<file path="src/sv/pplt_pkg.sv">
package pplt_pkg;

  // Field widths fixed by the item formats
  localparam int unsigned USER_W    = 5;
  localparam int unsigned TIME_W    = 32;
  localparam int unsigned BYTE_W    = 8;
  localparam int unsigned CFG_IDX_W = 1;
  localparam int unsigned CFG_DAT_W = 32;

  localparam int unsigned MAX_USERS_DEFAULT = 16;

  // Operation codes
  localparam logic OP_PACKET = 1'b0;
  localparam logic OP_SWEEP  = 1'b1;

  // Configuration register indexes
  localparam logic [CFG_IDX_W-1:0] REG_CHANNEL   = 1'd0;
  localparam logic [CFG_IDX_W-1:0] REG_THRESHOLD = 1'd1;

  localparam logic [BYTE_W-1:0] CHANNEL_RESET   = 8'd0;
  localparam logic [TIME_W-1:0] THRESHOLD_RESET = 32'd15000;

  // Packet checks
  localparam logic [BYTE_W-1:0] MIN_PACKET_BYTES = 8'd28;
  localparam logic [BYTE_W-1:0] MAGIC_FIRST      = 8'h57;
  localparam logic [BYTE_W-1:0] MAGIC_SECOND     = 8'h41;
  localparam logic [BYTE_W-1:0] PACKET_VERSION   = 8'd3;

  localparam logic [TIME_W-1:0] AGE_UNKNOWN = 32'hffff_ffff;

  // floor(x / 1000) == (x * ceil(2^38 / 1000)) >> 38 for every 32-bit x
  localparam int unsigned  DIV_MUL_W = 29;
  localparam int unsigned  DIV_SHIFT = 38;
  localparam int unsigned  PROD_W    = TIME_W + DIV_MUL_W;
  localparam logic [DIV_MUL_W-1:0] DIV_MUL = 29'd274877907;

  typedef struct packed {
    logic              operation;
    logic [TIME_W-1:0] now_ms;
    logic [BYTE_W-1:0] packet_length;
    logic [BYTE_W-1:0] magic_first;
    logic [BYTE_W-1:0] magic_second;
    logic [BYTE_W-1:0] format_version;
    logic [BYTE_W-1:0] sender_number;
    logic [BYTE_W-1:0] channel_tag;
  } in_item_t;

  typedef struct packed {
    logic              accepted;
    logic [USER_W-1:0] user_index;
    logic              available;
    logic [TIME_W-1:0] age_seconds;
    logic              last_of_run;
  } out_item_t;

  // Tag that travels with one sweep read through the status pipeline
  typedef struct packed {
    logic              valid;
    logic [USER_W-1:0] user;
    logic              last;
    logic              seen;
  } sweep_tag_t;

endpackage

</file>
<file path="src/sv/peer_presence_liveness_table.sv">
// Peer presence liveness table: last-heard times for MaxUsers peers.
//
// Input: an item is taken at a rising edge with start high and busy low.
//   Packet item (operation 0): the header bytes are checked and, if they pass,
//   the sender's entry is stamped with now_ms. One result follows in the
//   next cycle; a stream of packets runs at one item per cycle while busy is low.
//   Sweep item (operation 1): one status per user, users 1..MaxUsers in order,
//   on consecutive cycles. Each status passes the memory read register, stage A,
//   stage B and the output register; busy stays high until the last status is
//   out. The status rate is set by the single read port of the time memory.
// Output: each result is on result_o for one cycle with result_valid_o high.
//   The receiver cannot stall, so no result is ever held back.
// Config: cfg_valid_i/cfg_ready_o write channel, always ready; index 0 is the
//   expected channel tag, index 1 the offline threshold in ms. Write only
//   while busy is low and no result is pending.
// Reset: registers go to their reset values and every seen bit clears at once,
//   so the block takes items in the first cycle after reset.
module peer_presence_liveness_table
  import pplt_pkg::*;
  #(
    parameter int unsigned MaxUsers = MAX_USERS_DEFAULT
  )
  (
    input  logic                 clk_i,
    input  logic                 rst_ni,
    input  logic                 start,
    output logic                 busy,
    input  in_item_t             item_i,
    output logic                 result_valid_o,
    output out_item_t            result_o,
    input  logic                 cfg_valid_i,
    output logic                 cfg_ready_o,
    input  logic [CFG_IDX_W-1:0] cfg_index_i,
    input  logic [CFG_DAT_W-1:0] cfg_data_i
  );

  localparam int unsigned AddrW = (MaxUsers > 1) ? $clog2(MaxUsers) : 1;
  localparam logic [AddrW-1:0]  LastAddr  = AddrW'(MaxUsers - 1);
  localparam logic [BYTE_W-1:0] MaxSender = BYTE_W'(MaxUsers);

  // Configuration registers
  logic [BYTE_W-1:0] channel_q;
  logic [TIME_W-1:0] threshold_q;

  // Seen bits, one per entry, cleared by reset
  logic [MaxUsers-1:0] seen_q;

  // Sweep sequencer
  logic              sweep_active_q;
  logic [AddrW-1:0]  addr_q;
  logic [TIME_W-1:0] sweep_now_q;
  sweep_tag_t        tag_rd_q;
  sweep_tag_t        tag_rd_d;

  // Output register
  logic      result_valid_q;
  out_item_t result_q;
  out_item_t packet_res;

  logic              take;
  logic              packet_ok;
  logic              wr_en;
  logic [AddrW-1:0]  wr_addr;
  logic [AddrW:0]    user_num;
  logic [TIME_W-1:0] rd_data;
  logic              unit_busy;
  logic              status_valid;
  out_item_t         status;

  assign cfg_ready_o = 1'b1;
  assign take        = start & ~busy;

  // Header checks for a presence packet
  assign packet_ok = (item_i.packet_length >= MIN_PACKET_BYTES) &&
                     (item_i.magic_first == MAGIC_FIRST) &&
                     (item_i.magic_second == MAGIC_SECOND) &&
                     (item_i.format_version == PACKET_VERSION) &&
                     (item_i.sender_number != '0) &&
                     (item_i.sender_number <= MaxSender) &&
                     (item_i.channel_tag == channel_q);

  assign wr_en   = take & (item_i.operation == OP_PACKET) & packet_ok;
  assign wr_addr = AddrW'(item_i.sender_number - BYTE_W'(1));

  // User number of the entry being read
  assign user_num = {1'b0, addr_q} + (AddrW + 1)'(1);

  // Hold busy from the sweep accept until its final status is in the output register
  assign busy = sweep_active_q | tag_rd_q.valid | unit_busy;

  always_ff @(posedge clk_i or negedge rst_ni) begin
    if (!rst_ni) begin
      channel_q   <= CHANNEL_RESET;
      threshold_q <= THRESHOLD_RESET;
    end else if (cfg_valid_i && cfg_ready_o) begin
      unique case (cfg_index_i)
        REG_CHANNEL:   channel_q   <= cfg_data_i[BYTE_W-1:0];
        REG_THRESHOLD: threshold_q <= cfg_data_i[TIME_W-1:0];
        default: ;
      endcase
    end
  end

  always_ff @(posedge clk_i or negedge rst_ni) begin
    if (!rst_ni) begin
      seen_q <= '0;
    end else if (wr_en) begin
      seen_q[wr_addr] <= 1'b1;
    end
  end

  // Tag for the entry read this cycle; idle cycles carry an empty tag
  always_comb begin
    tag_rd_d = '0;
    if (sweep_active_q) begin
      tag_rd_d.valid = 1'b1;
      tag_rd_d.user  = USER_W'(user_num);
      tag_rd_d.last  = (addr_q == LastAddr);
      tag_rd_d.seen  = seen_q[addr_q];
    end
  end

  // Step through all entries, one read per cycle
  always_ff @(posedge clk_i or negedge rst_ni) begin
    if (!rst_ni) begin
      sweep_active_q <= 1'b0;
      addr_q         <= '0;
      tag_rd_q       <= '0;
    end else begin
      tag_rd_q <= tag_rd_d;
      if (take && item_i.operation == OP_SWEEP) begin
        sweep_active_q <= 1'b1;
        addr_q         <= '0;
      end else if (sweep_active_q) begin
        if (addr_q == LastAddr) begin
          sweep_active_q <= 1'b0;
        end else begin
          addr_q <= addr_q + AddrW'(1);
        end
      end
    end
  end

  // Latch the sweep's time stamp for every status of the run
  always_ff @(posedge clk_i) begin
    if (take && item_i.operation == OP_SWEEP) begin
      sweep_now_q <= item_i.now_ms;
    end
  end

  pplt_ram #(
    .Width (TIME_W),
    .Depth (MaxUsers)
  ) u_time_ram (
    .clk_i   (clk_i),
    .we_i    (wr_en),
    .waddr_i (wr_addr),
    .wdata_i (item_i.now_ms),
    .re_i    (sweep_active_q),
    .raddr_i (addr_q),
    .rdata_o (rd_data)
  );

  pplt_age_unit u_age_unit (
    .clk_i          (clk_i),
    .rst_ni         (rst_ni),
    .tag_i          (tag_rd_q),
    .last_seen_i    (rd_data),
    .now_i          (sweep_now_q),
    .threshold_i    (threshold_q),
    .busy_o         (unit_busy),
    .status_valid_o (status_valid),
    .status_o       (status)
  );

  // Packet verdict: rejected packets carry zeros except the run marker
  always_comb begin
    packet_res             = '0;
    packet_res.last_of_run = 1'b1;
    if (packet_ok) begin
      packet_res.accepted   = 1'b1;
      packet_res.user_index = USER_W'(item_i.sender_number);
      packet_res.available  = 1'b1;
    end
  end

  // Output register: packet verdicts and sweep statuses never overlap
  always_ff @(posedge clk_i or negedge rst_ni) begin
    if (!rst_ni) begin
      result_valid_q <= 1'b0;
    end else begin
      result_valid_q <= status_valid | (take & (item_i.operation == OP_PACKET));
    end
  end

  always_ff @(posedge clk_i) begin
    if (status_valid) begin
      result_q <= status;
    end else if (take && item_i.operation == OP_PACKET) begin
      result_q <= packet_res;
    end
  end

  assign result_valid_o = result_valid_q;
  assign result_o       = result_q;

endmodule

</file>
<file path="src/sv/pplt_ram.sv">
module pplt_ram
  #(
    parameter int unsigned Width = 32,
    parameter int unsigned Depth = 16,
    localparam int unsigned AddrW = (Depth > 1) ? $clog2(Depth) : 1
  )
  (
    input  logic             clk_i,
    input  logic             we_i,
    input  logic [AddrW-1:0] waddr_i,
    input  logic [Width-1:0] wdata_i,
    input  logic             re_i,
    input  logic [AddrW-1:0] raddr_i,
    output logic [Width-1:0] rdata_o
  );

  logic [Width-1:0] mem_q [Depth];
  logic [Width-1:0] rdata_q;

  always_ff @(posedge clk_i) begin
    if (we_i) begin
      mem_q[waddr_i] <= wdata_i;
    end
    if (re_i) begin
      rdata_q <= mem_q[raddr_i];
    end
  end

  assign rdata_o = rdata_q;

endmodule

</file>
<file path="src/sv/pplt_age_unit.sv">
module pplt_age_unit
  import pplt_pkg::*;
  (
    input  logic              clk_i,
    input  logic              rst_ni,
    input  sweep_tag_t        tag_i,
    input  logic [TIME_W-1:0] last_seen_i,
    input  logic [TIME_W-1:0] now_i,
    input  logic [TIME_W-1:0] threshold_i,
    output logic              busy_o,
    output logic              status_valid_o,
    output out_item_t         status_o
  );

  // Stage A: age and threshold compare
  sweep_tag_t        tag_a_q;
  logic              avail_a_q;
  logic [TIME_W-1:0] age_a_q;
  logic [TIME_W-1:0] age_d;

  // Stage B: reciprocal product
  sweep_tag_t        tag_b_q;
  logic              avail_b_q;
  logic [PROD_W-1:0] prod_b_q;
  logic [PROD_W-1:0] prod_d;

  assign age_d  = now_i - last_seen_i;
  assign prod_d = PROD_W'(age_a_q) * PROD_W'(DIV_MUL);

  always_ff @(posedge clk_i or negedge rst_ni) begin
    if (!rst_ni) begin
      tag_a_q <= '0;
      tag_b_q <= '0;
    end else begin
      tag_a_q <= tag_i;
      tag_b_q <= tag_a_q;
    end
  end

  always_ff @(posedge clk_i) begin
    avail_a_q <= (age_d <= threshold_i);
    age_a_q   <= age_d;
    avail_b_q <= avail_a_q;
    prod_b_q  <= prod_d;
  end

  always_comb begin
    status_o             = '0;
    status_o.accepted    = 1'b0;
    status_o.user_index  = tag_b_q.user;
    status_o.last_of_run = tag_b_q.last;
    if (tag_b_q.seen) begin
      status_o.available   = avail_b_q;
      status_o.age_seconds = TIME_W'(prod_b_q[PROD_W-1:DIV_SHIFT]);
    end else begin
      status_o.available   = 1'b0;
      status_o.age_seconds = AGE_UNKNOWN;
    end
  end

  assign status_valid_o = tag_b_q.valid;
  assign busy_o         = tag_a_q.valid | tag_b_q.valid;

endmodule
</file>
<file path="config.mk">
export PLATFORM = sky130hd
export DESIGN_NAME = peer_presence_liveness_table
export DESIGN_NICKNAME = d
export VERILOG_FILES = /design/src/sv/pplt_pkg.sv /design/src/sv/peer_presence_liveness_table.sv /design/src/sv/pplt_ram.sv /design/src/sv/pplt_age_unit.sv
export SDC_FILE = /design/constraint.sdc
export NUM_CORES = 2
export LEC_CHECK = 0
export ABC_AREA = 1
export ABC_CLOCK_PERIOD_IN_PS = 6250
export BUFFER_PORTS_ARGS = -buffer_cell sky130_fd_sc_hd__clkbuf_2
export CORE_MARGIN = 5
export CORE_UTILIZATION = 50
export CTS_CLUSTER_DIAMETER = 60
export DETAILED_ROUTE_END_ITERATION = 6
export PLACE_DENSITY = 0.62
export SLEW_MARGIN = 20
export SYNTH_ARGS = -nofsm -noshare
export SYNTH_HDL_FRONTEND = slang
export SYNTH_SLANG_ARGS = --single-unit
</file>
<file path="constraint.sdc">
create_clock -name clk_i -period 6.25 [get_ports clk_i]
set_input_delay 1.5625 -clock clk_i [delete_from_list [all_inputs] [get_ports clk_i]]
set_output_delay 1.5625 -clock clk_i [all_outputs]
set_load 0.005 [all_outputs]
</file>
==> run_results.csv <==
group,metric,value,unit
worst_setup_path,startpoint,"u_age_unit.age_a_q[22]",
clock_network,tritoncts,"done",
sta,final.min_clock_period,5.98,ns
floorplanning,num_rows,112,
global_routing,overflow,0,
global_routing,grt_use_total,24.7,%
yosys,yosys_warnings,0,
detailed_routing,dr_wl_met2,61.5,mm
detailed_routing,initialDrtViolationCount,2502,
worst_setup_path,crit_chain,"buf_4, ha_1, fa_1, fa_1, inv_1, fa_1, inv_1, fa_1, fa_1, fa_1, inv_1, fa_1, inv_1, ha_1, nand2_1, nor2_1, inv_1, nor3_1, nand2_1, nor2_1, nand2_1, nand4_1, nand2_1",
floorplanning,ios,161,
status,status,"complete, no violations",
worst_setup_path,cp_top_family,"adder cells",
clock_network,cts_buffers,84,
clock_network,cts_setup_buffers,0,
sta,slew_viol_final,0,
yosys,synthTopCellsByArea,"edfxtp_1 (39%), fa_1 (13%), ha_1 (12%)",
detailed_routing,avgViaCountPerCell,5.30,
floorplanning,coreArea,93300,um^2
sta,max_freq,167,MHz
yosys,synth_cell_types,45,
sta,finalHoldViolations,0,
final_layout,final_area,52300,um^2
worst_setup_path,critPathBufInv,6,
detailed_routing,wl_met1,52.6,mm
yosys,ys_seq_area_share,45.6,%
yosys,yosys.area.top_type_share,38.7,%
worst_setup_path,path_max_fanout,9,
clock_network,clk_pin_slew_worst_paths,0.06,ns
placed_design,dpl_cell_area,49600,um^2
worst_setup_path,endpoint_kind,"flip-flop",
yosys,synth_seq_cells,748,
yosys,netlist_area,47000,um^2
final_layout,finalNonFillerCells,6198,
worst_setup_path,worst_path_most_repeated_cell,"fa_1",
worst_setup_path,slowest_delay,0.52,ns
clock_network,cts_buffer_depth,3,
yosys,synth_edf_count,607,
clock_network,clk_latency,0.66,ns
global_routing,grt_max_degree,213,
final_layout,nFillCells,8261,
final_layout,drive_gt1_share,8.60,%
yosys,async_flop_share,11.1,%
placed_design,gp_congestion,0.936,
run,drv_cap,0,
min_path,min_path_type,"reg2reg",
sta,whs,0.331,ns
min_path,hold_path_depth,0,
worst_setup_path,reg2reg_from,"u_age_unit.age_a_q[22]",
sta,rsz0062_at_grt,"false",
detailed_routing,drtAntennaViolNets,0,
global_routing,antenna_found_initial,3,
detailed_routing,totalWireLength,123,mm
yosys,syn-num-nets,5559,
yosys,synth_ff_type,"edfxtp_1",
worst_setup_path,critPathArrivalTime,6.50,ns
sta,setup-tns-final,0,ns
detailed_routing,drc,0,
detailed_routing,wl_per_cell,19.9,um
worst_setup_path,rr_endpoint,"u_age_unit.prod_b_q[53]",
yosys,syn_avg_cell_area,10.0,um^2
final_layout,regArea,21500,um^2
worst_setup_path,cp_num_cells,23,
floorplanning,die_x,317,um
clock_network,cts_htree_levels,3,
worst_setup_path,worstPathRequired,6.77,ns
detailed_routing,wl_met3,5.11,mm
sta,max_slew_margin,25.2,%
final_layout,finalNetCount,5746,
clock_network,numClockSinks,748,
yosys,synth_top_cell_by_area,"edfxtp_1",
placed_design,dp_hpwl,88.0,mm
detailed_routing,first_pass_iters,5,
sta,fin_crit_sh,95.7,%
floorplanning,die_area,100000,um^2
worst_setup_path,ff2ff_path_depth,23,
detailed_routing,highest_layer,"met5",
worst_setup_path,timing.reg2reg.setup_slack,0.27,ns
worst_setup_path,worstSetupPathType,"reg2reg",
global_routing,grt_pass1_vias,32900,
global_routing,grt_pass1_wl,189,mm
placed_design,dp.cells,6045,
clock_network,root_buffer,"clkbuf_16",
sta,worst_pin_slew,1.12,ns
placed_design,port_buffers,157,
worst_setup_path,cp-start-kind,"flip-flop",
yosys,postSynthCellCount,4690,
final_layout,multiInputGateArea,21700,um^2
detailed_routing,routed-via-count,32900,
floorplanning,die_y,317,um
worst_setup_path,slowest_stage,"fa_1",
sta,setup_viol,0,
worst_setup_path,crit_path_end,"u_age_unit.prod_b_q[53]",
final_layout,area_delta_synth_final,11.2,%
floorplanning,initial_core_util,50.4,%
sta,fin_skew,0.0283,ns
## state kept, by name, indices dropped and copies added (netlist names), 5 cells and up
signal	flops
result_o	32
u_age_unit.age_a_q	32
seen_q	16
u_age_unit.prod_b_q	23
u_age_unit.tag_a_q	7
u_age_unit.status_o	5
u_time_ram.rdata_o	32
u_time_ram.mem_q	512
sweep_now_q	32
tag_rd_q	7
threshold_q	32
channel_q	8
## synthesized netlist by cell type, types with 3 or more instances
cell type / number
a21o_1: 4
a21oi_1: 128
a31oi_1: 3
and2_1: 3
buf_1: 5
buf_2: 33
buf_4: 9
clkbuf_1: 87
dfrtp_1: 76
dfstp_2: 7
dfxtp_1: 58
edfxtp_1: 607
fa_1: 299
ha_1: 452
inv_1: 928
nand2_1: 740
nand3_1: 121
nand3b_1: 3
nand4_1: 46
nor2_1: 492
nor2_4: 3
nor3_1: 24
o211ai_1: 36
o21a_1: 5
o21ai_0: 334
o21bai_1: 13
o221ai_1: 93
o22ai_1: 36
xnor2_1: 9
xor2_1: 17
## layer usage
metal | vias up | global-route usage [%]
met3 | 214 | 2.72
met2 | 777 | 43.6
met4 | 4 | 7.24
met1 | 16100 | 32.5
li1 | 15800 | -
met5 | - | 0
## what timing repair did
| action | in CTS | in global routing |
|---|---|---|
| endpoints found under the hold margin | 0 | 0 |
| setup endpoints to repair | 0 | 22 |
| resized for setup | 0 | 24 |
| hold buffers | 0 | 0 |
## worst min-delay path by stage
stage	from	endpoint	slack, ns
3_5_place_dp	u_age_unit.avail_a_q	u_age_unit.avail_b_q	0.33
5_1_grt	u_age_unit.avail_a_q	u_age_unit.avail_b_q	0.34
4_1_cts	tag_rd_q[2]	u_age_unit.tag_a_q[2]	0.33
2_1_floorplan	u_age_unit.avail_a_q	u_age_unit.avail_b_q	0.31
3_3_place_gp	u_age_unit.avail_a_q	u_age_unit.avail_b_q	0.31
6_report	tag_rd_q[2]	u_age_unit.tag_a_q[2]	0.33
## stage by stage
stage | setup slack (ns) | utilization [%]
6_report | 0.269 | 56.0
5_1_grt | 0.000460 | 56.0
4_1_cts | 0.209 | 56.0
3_5_place_dp | 0.240 | 53.1
3_3_place_gp | 0.279 | 53.1
2_1_floorplan | 0.684 | -
## cells by family after synthesis
logic type	Yosys count	share of synthesized area, %
and+or+nand+nor	1443	12.3
xor gates and xnor gates	26	0.484
DFF	748	45.6
buffers and inverters	1065	8.67
other	1	0.00797
adders and majority gates	751	24.7
AOI/OAI and AO/OA	656	8.15
## layout by cell type (no fill, tap or decap), types with 93 or more instances in the layout
| master | n |
|---|---|
| inv_1 | 926 |
| nand2_1 | 738 |
| o221ai_1 | 93 |
| ha_1 | 451 |
| fa_1 | 299 |
| nor2_1 | 470 |
| edfxtp_1 | 607 |
| clkbuf_2 | 156 |
| a21oi_1 | 127 |
| o21ai_0 | 334 |
| nand3_1 | 120 |
## area by class of cell
cell class              count  share of cell area [%]
well taps                1254                    3.00
multi-input cells        2877                    41.4
inverters                 930                    6.69
flip-flops and latches    748                    41.1
diodes                      2                 0.00957
repair buffers            236                    2.69
clock inverters            44                   0.782
clock buffers             107                    4.32
Power is not shown: default switching activity piles up to over one toggle a cycle in this logic, so the estimate is an artifact.
